`src/msrs_pkg.sv`:
```
// Shared types, constants and codes for the motor speed ramp sequencer.
package msrs_pkg;

   localparam int FREQ_BITS   = 20;
   localparam int RPM_W       = 16;
   localparam int ERR_W       = 8;
   localparam int STEP_W      = 16;
   localparam int RATE_W      = 24;
   localparam int RATE_FRAC   = 16;
   localparam int PROD_W      = RPM_W + RATE_W;
   localparam int CALC_W      = PROD_W + 1 - RATE_FRAC;
   localparam int CSR_IDX_W   = 3;
   localparam int CSR_DATA_W  = 24;
   localparam int STATUS_W    = 3;
   localparam int REPLY_W     = 2;
   localparam int MODE_W      = 2;

   localparam logic [FREQ_BITS-1:0] MIN_FREQ_RST  = FREQ_BITS'(100);
   localparam logic [FREQ_BITS-1:0] MAX_FREQ_RST  = FREQ_BITS'(20000);
   localparam logic [RPM_W-1:0]     MIN_RPM_RST   = RPM_W'(100);
   localparam logic [RPM_W-1:0]     MAX_RPM_RST   = RPM_W'(6000);
   localparam logic [STEP_W-1:0]    STEP_RST      = STEP_W'(100);
   localparam logic [RATE_W-1:0]    RATE_RST      = RATE_W'(65536);
   localparam logic [PROD_W:0]      ROUND_HALF    = (PROD_W+1)'(1) << (RATE_FRAC - 1);

   typedef enum logic [MODE_W-1:0] {
      MODE_TICK  = 2'd0,
      MODE_START = 2'd1,
      MODE_STOP  = 2'd2,
      MODE_SPEED = 2'd3
   } mode_type;

   typedef enum logic [CSR_IDX_W-1:0] {
      CSR_MIN_FREQ = 3'd0,
      CSR_MAX_FREQ = 3'd1,
      CSR_MIN_RPM  = 3'd2,
      CSR_MAX_RPM  = 3'd3,
      CSR_STEP     = 3'd4,
      CSR_RATE     = 3'd5
   } csr_index_type;

   localparam logic [REPLY_W-1:0] REPLY_OK        = 2'd0;
   localparam logic [REPLY_W-1:0] REPLY_BAD_STATE = 2'd1;
   localparam logic [REPLY_W-1:0] REPLY_BAD_ARG   = 2'd2;

   localparam logic [STATUS_W-1:0] ST_DISABLED = 3'd0;
   localparam logic [STATUS_W-1:0] ST_STARTING = 3'd1;
   localparam logic [STATUS_W-1:0] ST_RUNNING  = 3'd2;
   localparam logic [STATUS_W-1:0] ST_RAMPING  = 3'd3;
   localparam logic [STATUS_W-1:0] ST_STOPPING = 3'd4;
   localparam logic [STATUS_W-1:0] ST_FAULT    = 3'd5;

   typedef enum logic [5:0] {
      PH_DISABLED = 6'b000001,
      PH_STARTING = 6'b000010,
      PH_RUNNING  = 6'b000100,
      PH_RAMPING  = 6'b001000,
      PH_STOPPING = 6'b010000,
      PH_FAULT    = 6'b100000
   } phase_type;

   typedef struct packed {
      logic [FREQ_BITS-1:0] min_freq;
      logic [FREQ_BITS-1:0] max_freq;
      logic [RPM_W-1:0]     min_rpm;
      logic [RPM_W-1:0]     max_rpm;
      logic [STEP_W-1:0]    ramp_step;
      logic [RATE_W-1:0]    rpm_rate;
   } cfg_type;

   typedef struct packed {
      mode_type           mode;
      logic [RPM_W-1:0]   speed_rpm;
      logic [ERR_W-1:0]   driver_error;
      logic [CALC_W-1:0]  calc_freq;
   } item_type;

   typedef struct packed {
      logic [REPLY_W-1:0]   reply;
      logic [STATUS_W-1:0]  status;
      logic [FREQ_BITS-1:0] current_frequency;
      logic [FREQ_BITS-1:0] target_frequency;
      logic                 frequency_written;
      logic                 pulse_enabled;
      logic                 drive_enabled;
      logic [ERR_W-1:0]     last_fault;
   } result_type;

   function automatic logic [STATUS_W-1:0] phase_code(phase_type ph);
      logic [STATUS_W-1:0] code;
      unique case (ph)
         PH_DISABLED: code = ST_DISABLED;
         PH_STARTING: code = ST_STARTING;
         PH_RUNNING:  code = ST_RUNNING;
         PH_RAMPING:  code = ST_RAMPING;
         PH_STOPPING: code = ST_STOPPING;
         PH_FAULT:    code = ST_FAULT;
         default:     code = ST_DISABLED;
      endcase
      return code;
   endfunction

endpackage

```
`src/msrs_if.sv`:
```
// Valid/ready channel interfaces for command items and result items.
interface msrs_req_if
   import msrs_pkg::*;
   ();
   logic               valid;
   logic               ready;
   logic [MODE_W-1:0]  mode;
   logic [RPM_W-1:0]   speed_rpm;
   logic [ERR_W-1:0]   driver_error;

   modport source (output valid, mode, speed_rpm, driver_error, input ready);
   modport sink   (input valid, mode, speed_rpm, driver_error, output ready);
endinterface

interface msrs_rsp_if
   import msrs_pkg::*;
   ();
   logic                 valid;
   logic                 ready;
   logic [REPLY_W-1:0]   reply;
   logic [STATUS_W-1:0]  status;
   logic [FREQ_BITS-1:0] current_frequency;
   logic [FREQ_BITS-1:0] target_frequency;
   logic                 frequency_written;
   logic                 pulse_enabled;
   logic                 drive_enabled;
   logic [ERR_W-1:0]     last_fault;

   modport source (output valid, reply, status, current_frequency, target_frequency,
                   frequency_written, pulse_enabled, drive_enabled, last_fault,
                   input ready);
   modport sink   (input valid, reply, status, current_frequency, target_frequency,
                   frequency_written, pulse_enabled, drive_enabled, last_fault,
                   output ready);
endinterface

```
`src/msrs_cfg.sv`:
```
// Configuration register file with its write decoder.
module msrs_cfg
   import msrs_pkg::*;
(
   input  logic                  clock,
   input  logic                  reset,
   input  logic                  csr_we,
   input  logic [CSR_IDX_W-1:0]  csr_index,
   input  logic [CSR_DATA_W-1:0] csr_wdata,
   output cfg_type               cfg
);

   cfg_type cfg_ff, cfg_in;

   always_comb begin
      cfg_in = cfg_ff;
      if (csr_we) begin
         unique case (csr_index)
            CSR_MIN_FREQ: cfg_in.min_freq  = csr_wdata[FREQ_BITS-1:0];
            CSR_MAX_FREQ: cfg_in.max_freq  = csr_wdata[FREQ_BITS-1:0];
            CSR_MIN_RPM:  cfg_in.min_rpm   = csr_wdata[RPM_W-1:0];
            CSR_MAX_RPM:  cfg_in.max_rpm   = csr_wdata[RPM_W-1:0];
            CSR_STEP:     cfg_in.ramp_step = csr_wdata[STEP_W-1:0];
            CSR_RATE:     cfg_in.rpm_rate  = csr_wdata[RATE_W-1:0];
            default:      cfg_in = cfg_ff;
         endcase
      end
   end

   always_ff @(posedge clock) begin
      if (reset) begin
         cfg_ff.min_freq  <= MIN_FREQ_RST;
         cfg_ff.max_freq  <= MAX_FREQ_RST;
         cfg_ff.min_rpm   <= MIN_RPM_RST;
         cfg_ff.max_rpm   <= MAX_RPM_RST;
         cfg_ff.ramp_step <= STEP_RST;
         cfg_ff.rpm_rate  <= RATE_RST;
      end else begin
         cfg_ff <= cfg_in;
      end
   end

   assign cfg = cfg_ff;

endmodule

```
`src/msrs_core.sv`:
```
// Sequencer state and the single-pass update for one command or tick.
module msrs_core
   import msrs_pkg::*;
(
   input  logic       clock,
   input  logic       reset,
   input  logic       advance,
   input  item_type   item,
   input  cfg_type    cfg,
   output result_type result
);

   phase_type            phase_ff, phase_in;
   logic [FREQ_BITS-1:0] now_ff, now_in;
   logic [FREQ_BITS-1:0] goal_ff, goal_in;
   logic                 pulse_ff, pulse_in;
   logic                 drive_ff, drive_in;
   logic [ERR_W-1:0]     fault_ff, fault_in;

   logic [STEP_W-1:0]    step;
   logic                 up, at_goal, err;
   logic [FREQ_BITS-1:0] span, move, next_freq;
   logic [REPLY_W-1:0]   reply;
   logic                 wrote;

   // one ramp step toward the goal
   always_comb begin
      step    = (cfg.ramp_step == '0) ? STEP_W'(1) : cfg.ramp_step;
      up      = now_ff < goal_ff;
      at_goal = now_ff == goal_ff;
      span    = up ? goal_ff - now_ff : now_ff - goal_ff;
      move    = (span < FREQ_BITS'(step)) ? span : FREQ_BITS'(step);
      next_freq = up ? now_ff + move : now_ff - move;
      err     = item.driver_error != '0;
   end

   always_comb begin
      phase_in = phase_ff;
      now_in   = now_ff;
      goal_in  = goal_ff;
      pulse_in = pulse_ff;
      drive_in = drive_ff;
      fault_in = fault_ff;
      reply    = REPLY_OK;
      wrote    = 1'b0;

      case (item.mode)
         MODE_TICK: begin
            unique case (phase_ff)
               PH_STARTING: begin
                  if (err) begin
                     phase_in = PH_FAULT;
                  end else begin
                     now_in   = cfg.min_freq;
                     pulse_in = 1'b1;
                     drive_in = 1'b1;
                     wrote    = 1'b1;
                     phase_in = (goal_ff > cfg.min_freq) ? PH_RAMPING : PH_RUNNING;
                  end
               end
               PH_STOPPING: begin
                  if (!drive_ff && !pulse_ff) begin
                     now_in   = '0;
                     goal_in  = cfg.min_freq;
                     phase_in = PH_DISABLED;
                  end else if (err) begin
                     phase_in = PH_FAULT;
                  end else if (!at_goal) begin
                     now_in = next_freq;
                     wrote  = 1'b1;
                  end else begin
                     pulse_in = 1'b0;
                     drive_in = 1'b0;
                     now_in   = '0;
                     goal_in  = cfg.min_freq;
                     phase_in = PH_DISABLED;
                  end
               end
               PH_RUNNING, PH_RAMPING: begin
                  if (at_goal) begin
                     phase_in = PH_RUNNING;
                  end else if (err) begin
                     phase_in = PH_FAULT;
                  end else begin
                     now_in   = next_freq;
                     wrote    = 1'b1;
                     phase_in = (next_freq == goal_ff) ? PH_RUNNING : PH_RAMPING;
                  end
               end
               default: begin
               end
            endcase
            if (phase_in == PH_FAULT && phase_ff != PH_FAULT) begin
               pulse_in = 1'b0;
               drive_in = 1'b0;
               fault_in = item.driver_error;
            end
         end
         MODE_START: begin
            if (phase_ff == PH_DISABLED) begin
               phase_in = PH_STARTING;
            end else if (phase_ff == PH_STOPPING || phase_ff == PH_FAULT) begin
               reply = REPLY_BAD_STATE;
            end
         end
         MODE_STOP: begin
            if (phase_ff == PH_FAULT) begin
               reply = REPLY_BAD_STATE;
            end else if (phase_ff != PH_DISABLED && phase_ff != PH_STOPPING) begin
               goal_in  = cfg.min_freq;
               phase_in = PH_STOPPING;
            end
         end
         default: begin
            if (phase_ff == PH_STOPPING || phase_ff == PH_FAULT) begin
               reply = REPLY_BAD_STATE;
            end else if (item.speed_rpm < cfg.min_rpm || item.speed_rpm > cfg.max_rpm) begin
               reply = REPLY_BAD_ARG;
            end else if (item.calc_freq < CALC_W'(cfg.min_freq) ||
                         item.calc_freq > CALC_W'(cfg.max_freq)) begin
               reply = REPLY_BAD_ARG;
            end else begin
               goal_in = item.calc_freq[FREQ_BITS-1:0];
               if (phase_ff == PH_RUNNING) begin
                  phase_in = PH_RAMPING;
               end
            end
         end
      endcase
   end

   always_ff @(posedge clock) begin
      if (reset) begin
         phase_ff <= PH_DISABLED;
         now_ff   <= '0;
         goal_ff  <= MIN_FREQ_RST;
         pulse_ff <= 1'b0;
         drive_ff <= 1'b0;
         fault_ff <= '0;
      end else if (advance) begin
         phase_ff <= phase_in;
         now_ff   <= now_in;
         goal_ff  <= goal_in;
         pulse_ff <= pulse_in;
         drive_ff <= drive_in;
         fault_ff <= fault_in;
      end
   end

   always_comb begin
      result.reply             = reply;
      result.status            = phase_code(phase_in);
      result.current_frequency = now_in;
      result.target_frequency  = goal_in;
      result.frequency_written = wrote;
      result.pulse_enabled     = pulse_in;
      result.drive_enabled     = drive_in;
      result.last_fault        = fault_in;
   end

endmodule

```
`src/motor_speed_ramp_sequencer.sv`:
```
// Top level of the motor speed ramp sequencer: input stage, result stage and config.
// One command or tick is accepted every cycle unless stalled. A transfer on req is
// written to the input register at the accepting edge (the rpm-to-hertz multiply, 16
// by 24 bits with round to nearest, sits before that register); the sequencer state
// and the result register are updated once the result register is free or read, and
// the result is then offered on rsp. The input and result registers give two places:
// a new item is taken while a finished result waits, and req is held back only
// while both registers are full and the rsp side is stalled. Configuration writes
// take effect on the next edge and are meant to be done while no item is in flight.
module motor_speed_ramp_sequencer
   import msrs_pkg::*;
(
   input  logic                  clock,
   input  logic                  reset,
   msrs_req_if.sink              req_ch,
   msrs_rsp_if.source            rsp_ch,
   input  logic                  csr_we,
   input  logic [CSR_IDX_W-1:0]  csr_index,
   input  logic [CSR_DATA_W-1:0] csr_wdata
);

   cfg_type    cfg;
   item_type   item_ff, item_in;
   logic       item_valid_ff, item_valid_in;
   result_type res_ff, result;
   logic       res_valid_ff, res_valid_in;
   logic       advance, take;
   logic [PROD_W:0] prod;

   msrs_cfg u_cfg (
      .clock     (clock),
      .reset     (reset),
      .csr_we    (csr_we),
      .csr_index (csr_index),
      .csr_wdata (csr_wdata),
      .cfg       (cfg)
   );

   assign advance      = item_valid_ff && (!res_valid_ff || rsp_ch.ready);
   assign req_ch.ready = !item_valid_ff || advance;
   assign take         = req_ch.valid && req_ch.ready;

   always_comb begin
      prod = (PROD_W+1)'(req_ch.speed_rpm) * (PROD_W+1)'(cfg.rpm_rate) + ROUND_HALF;
      item_in.mode         = mode_type'(req_ch.mode);
      item_in.speed_rpm    = req_ch.speed_rpm;
      item_in.driver_error = req_ch.driver_error;
      item_in.calc_freq    = prod[PROD_W:RATE_FRAC];
      item_valid_in = take || (item_valid_ff && !advance);
      res_valid_in  = advance || (res_valid_ff && !rsp_ch.ready);
   end

   msrs_core u_core (
      .clock   (clock),
      .reset   (reset),
      .advance (advance),
      .item    (item_ff),
      .cfg     (cfg),
      .result  (result)
   );

   always_ff @(posedge clock) begin
      if (reset) begin
         item_valid_ff <= 1'b0;
         res_valid_ff  <= 1'b0;
      end else begin
         item_valid_ff <= item_valid_in;
         res_valid_ff  <= res_valid_in;
      end
   end

   always_ff @(posedge clock) begin
      if (take) begin
         item_ff <= item_in;
      end
      if (advance) begin
         res_ff <= result;
      end
   end

   assign rsp_ch.valid             = res_valid_ff;
   assign rsp_ch.reply             = res_ff.reply;
   assign rsp_ch.status            = res_ff.status;
   assign rsp_ch.current_frequency = res_ff.current_frequency;
   assign rsp_ch.target_frequency  = res_ff.target_frequency;
   assign rsp_ch.frequency_written = res_ff.frequency_written;
   assign rsp_ch.pulse_enabled     = res_ff.pulse_enabled;
   assign rsp_ch.drive_enabled     = res_ff.drive_enabled;
   assign rsp_ch.last_fault        = res_ff.last_fault;

endmodule

```
`src/flat_wrapper.sv`:
```
// flat-port wrapper written by rule: the top's interface ports become plain ports
module motor_speed_ramp_sequencer_flat import msrs_pkg::*;
  (clock, reset, csr_we, csr_index, csr_wdata, req_ch_valid, req_ch_mode, req_ch_speed_rpm, req_ch_driver_error, req_ch_ready, rsp_ch_valid, rsp_ch_reply, rsp_ch_status, rsp_ch_current_frequency, rsp_ch_target_frequency, rsp_ch_frequency_written, rsp_ch_pulse_enabled, rsp_ch_drive_enabled, rsp_ch_last_fault, rsp_ch_ready);
  msrs_req_if req_ch_i ();
  msrs_rsp_if rsp_ch_i ();
  input  logic clock;
  input  logic reset;
  input  logic csr_we;
  input  logic [CSR_IDX_W-1:0] csr_index;
  input  logic [CSR_DATA_W-1:0] csr_wdata;
  input wire logic [$bits(req_ch_i.valid)-1:0] req_ch_valid;
  input wire logic [$bits(req_ch_i.mode)-1:0] req_ch_mode;
  input wire logic [$bits(req_ch_i.speed_rpm)-1:0] req_ch_speed_rpm;
  input wire logic [$bits(req_ch_i.driver_error)-1:0] req_ch_driver_error;
  output wire logic [$bits(req_ch_i.ready)-1:0] req_ch_ready;
  output wire logic [$bits(rsp_ch_i.valid)-1:0] rsp_ch_valid;
  output wire logic [$bits(rsp_ch_i.reply)-1:0] rsp_ch_reply;
  output wire logic [$bits(rsp_ch_i.status)-1:0] rsp_ch_status;
  output wire logic [$bits(rsp_ch_i.current_frequency)-1:0] rsp_ch_current_frequency;
  output wire logic [$bits(rsp_ch_i.target_frequency)-1:0] rsp_ch_target_frequency;
  output wire logic [$bits(rsp_ch_i.frequency_written)-1:0] rsp_ch_frequency_written;
  output wire logic [$bits(rsp_ch_i.pulse_enabled)-1:0] rsp_ch_pulse_enabled;
  output wire logic [$bits(rsp_ch_i.drive_enabled)-1:0] rsp_ch_drive_enabled;
  output wire logic [$bits(rsp_ch_i.last_fault)-1:0] rsp_ch_last_fault;
  input wire logic [$bits(rsp_ch_i.ready)-1:0] rsp_ch_ready;
  assign req_ch_i.valid = req_ch_valid;
  assign req_ch_i.mode = req_ch_mode;
  assign req_ch_i.speed_rpm = req_ch_speed_rpm;
  assign req_ch_i.driver_error = req_ch_driver_error;
  assign req_ch_ready = req_ch_i.ready;
  assign rsp_ch_valid = rsp_ch_i.valid;
  assign rsp_ch_reply = rsp_ch_i.reply;
  assign rsp_ch_status = rsp_ch_i.status;
  assign rsp_ch_current_frequency = rsp_ch_i.current_frequency;
  assign rsp_ch_target_frequency = rsp_ch_i.target_frequency;
  assign rsp_ch_frequency_written = rsp_ch_i.frequency_written;
  assign rsp_ch_pulse_enabled = rsp_ch_i.pulse_enabled;
  assign rsp_ch_drive_enabled = rsp_ch_i.drive_enabled;
  assign rsp_ch_last_fault = rsp_ch_i.last_fault;
  assign rsp_ch_i.ready = rsp_ch_ready;
  motor_speed_ramp_sequencer u_core (.clock(clock), .reset(reset), .req_ch(req_ch_i), .rsp_ch(rsp_ch_i), .csr_we(csr_we), .csr_index(csr_index), .csr_wdata(csr_wdata));
endmodule
```
`config.mk`:
```
export PLATFORM = sky130hd
export DESIGN_NAME = motor_speed_ramp_sequencer_flat
export DESIGN_NICKNAME = d
export VERILOG_FILES = /design/src/msrs_pkg.sv /design/src/msrs_if.sv /design/src/msrs_cfg.sv /design/src/msrs_core.sv /design/src/motor_speed_ramp_sequencer.sv /design/src/flat_wrapper.sv
export SDC_FILE = /design/constraint.sdc
export NUM_CORES = 2
export LEC_CHECK = 0
export ABC_CLOCK_PERIOD_IN_PS = 22900
export BUFFER_PORTS_ARGS = -buffer_cell sky130_fd_sc_hd__buf_2
export CAP_MARGIN = 25
export CORE_ASPECT_RATIO = 0.9
export CORE_MARGIN = 2
export CORE_UTILIZATION = 44
export DETAILED_ROUTE_END_ITERATION = 10
export PLACE_DENSITY_LB_ADDON = 0.08
export SLEW_MARGIN = 10
export SYNTH_ARGS = -nofsm -noshare
export SYNTH_HDL_FRONTEND = slang
export SYNTH_SLANG_ARGS = --single-unit
```
`constraint.sdc`:
```
create_clock -name clock -period 22.9 [get_ports clock]
set_input_delay 3.435 -clock clock [delete_from_list [all_inputs] [get_ports clock]]
set_output_delay 3.435 -clock clock [all_outputs]
set_load 0.01 [all_outputs]
```
==> metrics list <==
- Worst reg2reg path startpoint: u_core.u_core.goal_ff[5]
- Entering global routing, the biggest net connects 88 pins.
- The setup path with the least slack is of type flip-flop to flip-flop.
- All-layer global routing usage: 0.302
- Final min period: 11,590 ps
* Antenna violations before repair: 4
- In this run the deepest clock path goes through 3 buffers.
- Setup repair after global routing missed its margin: no
* Largest cells by area after synthesis: fa_1 21%, ha_1 12%, dfxtp_1 11%
* Initial Utilization: 0.445
- The wire-length estimate of the detail-placed layout is 82.4 mm.
* Net Count, Synth: 4,167
- Across all hold checks on the routed design, the worst slack comes to 454 ps.
- The floorplan step defined a core boundary enclosing 67,200 um^2.
* Number of global-route vias before repair: 25,640
* Most used standard cell by instance count after synthesis: nand2_1
* I/O pin count: 116
- Worst path max stage delay: 790 ps
* CTS hold repair buffers: 0
- Max capacitance violation total: 0
* DIE AREA: 70,100 um^2
- Count of antenna-violating nets left after detailed routing: 0
* Clock transition at the registers of the reported paths: 60 ps
* Post-CTS Setup Repair Bufs: 0
* Average cell area after synthesis: 8.54 um^2
* Htree depth: 2
- Leak: 0.0139 uW
- Post-synthesis cell type with the largest combined area: fa_1
- Based on the critical path, the design can be clocked at up to 86.3 MHz.
- Kind of capture point of the worst setup path: flip-flop
- The count of final max-slew check failures came to 0.
- Result of the run: completed
* Data required time at the worst endpoint: 23,290 ps
- Multiplexer share of the synthesized area: 0.0138
* Setup-failing EPs final: 0
* DRC violation count after routing: 0
- Data arrival time of the critical path: 11,980 ps
* Number of flops mapped to enable cells by yosys: 107
- Maximum fanout count along the critical path: 46
- In the final timing run, aggregate negative setup slack is 0 ps.
* Kind of start point of the critical path: flip-flop
- The critical path starts at u_core.u_core.goal_ff[5].
* Syn Std Cell Area: 29,900 um^2
- In this run the vertical extent of the chip is 251 um.
* Slowest stage cell, crit path: a2111oi_1
* Worst slew pin tran: 1170 ps
- Dividing total power by cell area gives a power density of 52.3 nW/um^2.
* 1st-iter DRT viols: 2,613
* Source-to-sink clock delay at the later pin of the worst-skew pair: 580 ps
* Area fraction of the dominant cell type after synthesis: 0.207
* Register bit count reported by yosys: 277
- Total of cells resized after clock tree synthesis: 0
- Die width: 279 um
- Compared with the post-synthesis result, the final layout area differs by 8.32%.
* Compound-Gate Fraction of Synth Area: 0.146
* Global route overflow: 0
* Total vias in the final route: 25,642
- In this run the tool buffered the top-level ports with 115 buffer cells.
* CTS tree: built
* Fraction of the cycle the final worst path needs: 0.506
- Hold_sp: u_core.u_core.fault_ff[5]
- Global-route wire length before repair: 161 mm
* GP Congestion: 0.991
- Xor/xnor share of the synthesized area: 0.0256
- The root buffer cell chosen for the clock tree is clkbuf_16.
* Most used flip-flop cell after synthesis: dfxtp_1
- Power after layout: 1700 uW
- The Yosys step of the flow raised 0 warnings.
* Adder-cell share of the synthesized area: 0.330
- Synth cell count leaders: 667 x nand2_1, 484 x inv_1, 309 x fa_1
- The number of hold-slack violations in the final timing report was 0.
- In the final layout, the share of cells above drive strength 1 is 0.0723.
* Sequential cell area fraction in the yosys report: 0.221
- Worst-case vdd ir drop: 0.0439 mV
- After technology mapping, the gate count stands at 3,504.
* Total wire length: 106 mm
- The floorplan has 90 rows.
- Fraction of registers with async set/reset: 0
- Measured against its own limit, the worst slew margin works out to 0.199.
- Min-Delay Path Class: flip-flop to flip-flop
- Number of fill cells: 6,502
- Wire length per cell: 24.0 um
- The net count of the finished layout is 4,179.
* Cell occurring most often along the worst timing path: ha_1
- Of the total synthesized cell area, the portion taken by AND, OR, NAND and NOR gates is 0.179.
- Dominant combinational cell family by area after synthesis: adder cells
- Before antenna repair, the detailed router went through 5 iterations.
- Worst clock skew: 48.5 ps
- After detailed routing, the number of vias per cell comes to 5.80.
* Number of distinct library cell variants in the gate-level netlist after synthesis: 84
- Total clock sinks: 277
- In this run, CTS created clock tree buffers numbering 35.
## through the flow
stage / cells / utilization / instance area (um^2) / setup WS [ps]
after global routing: 4417 / 0.482 / 32400 / 10450
after detailed placement: 4350 / 0.464 / 31200 / 11720
after floorplan: 3504 / - / 29900 / 13410
after CTS: 4414 / 0.482 / 32400 / 11660
final: 4418 / 0.482 / 32400 / 11310
after global placement: 4350 / 0.464 / 31200 / 11860
## cell type report
| type | count | area [um^2] | share of cell area |
|---|---|---|---|
| timing repair buffer | 149 | 858 | 0.0265 |
| clock buffer | 44 | 1010 | 0.0313 |
| sequential | 277 | 6620 | 0.204 |
| clock inverter | 20 | 183 | 0.00563 |
| tap | 874 | 1090 | 0.0337 |
| antenna | 1 | 2.50 | 0.0000772 |
| inverter | 484 | 1820 | 0.0561 |
| multi-input combinational | 2569 | 20800 | 0.643 |
## cell families (layout without fill, tap and decap cells)
group	Yosys count	count (layout)
and+or+nand+nor	1177	1177
AOI/OAI and AO/OA	661	661
buffers and inverters	658	697
adders and majority gates	605	605
DFF	277	277
xor gates and xnor gates	86	86
muxes	40	40
other	0	1
## final timing paths
| path | endpoint | slack (ps) | cells past startpoint |
|---|---|---|---|
| worst max-delay path | u_core.rsp_ch.status[1] | 11310 | 36 |
| worst min-delay path | u_core.u_core.fault_ff[5] | 450 | 2 |
| worst max register to register | u_core.rsp_ch.status[1] | 11310 | 36 |
| worst min register to register | u_core.u_core.fault_ff[5] | 450 | 2 |
## power breakdown
group | total [uW] | switching, uW | internal (uW) | leakage [uW]
Combinational | 528 | 335 | 193 | 0.0109
Sequential | 586 | 42.8 | 543 | 0.00243
Clock | 583 | 250 | 333 | 0.000580
## cell usage in the layout (no fill, tap or decap), types with 9 or more instances in the layout
| cell | n |
|---|---|
| nand2_1 | 667 |
| inv_1 | 483 |
| fa_1 | 309 |
| ha_1 | 296 |
| a21oi_1 | 231 |
| dfxtp_1 | 170 |
| and2_1 | 139 |
| nor2_1 | 138 |
| buf_2 | 114 |
| edfxtp_1 | 107 |
| o21ai_0 | 88 |
| xnor2_1 | 54 |
| a21o_1 | 48 |
| clkbuf_16 | 39 |
| nor3_1 | 33 |
| buf_4 | 32 |
| xor2_1 | 31 |
| o211ai_1 | 31 |
| mux2i_1 | 31 |
| nand3_1 | 30 |
| o21a_1 | 30 |
| nor2b_1 | 28 |
| nand4_1 | 24 |
| o221ai_1 | 21 |
| a31oi_1 | 20 |
| a22oi_1 | 20 |
| nand2b_1 | 18 |
| o211a_1 | 18 |
| a221oi_1 | 17 |
| a211oi_1 | 16 |
| nor4_1 | 15 |
| and3_1 | 15 |
| or2_2 | 12 |
| a2111oi_0 | 12 |
| o31a_1 | 12 |
| or3_1 | 12 |
| o21bai_1 | 10 |
| mux2_2 | 9 |
## critical path, delay by kind of cell, from the launching register on
family                   cells  cell delay [ps]
AO/OA/AOI/OAI               19             5870
AND/OR/NAND/NOR              7             1850
adder cells (fa/ha/maj)      4             1440
XOR/XNOR                     4              880
flip-flops                   1              570
buffers and inverters        1              440
multiplexers                 1              280
## state kept, by name, summed over array words and instances, names as in the netlist, 2 cells and up
signal / flops
u_core.rsp_ch.status: 3
u_core.u_core.phase_ff: 6
u_core.u_core.goal_ff: 20
u_core.rsp_ch.target_frequency: 20
u_core.rsp_ch.last_fault: 8
u_core.u_core.now_ff: 20
u_core.rsp_ch.reply: 2
u_core.rsp_ch.current_frequency: 20
u_core.item_ff: 51
u_core.u_cfg.cfg: 112
u_core.u_core.fault_ff: 8
## metal layers
| metal | vias up | track usage | routed length (um) |
|---|---|---|---|
| li1 | 11640 | - | - |
| met1 | 12699 | 0.436 | 49100 |
| met2 | 1112 | 0.452 | 44600 |
| met3 | 187 | 0.0642 | 8840 |
| met4 | 4 | 0.0966 | 3500 |
| met5 | - | 0 | 72 |
Note: power is estimated with default switching activity, not from simulation.
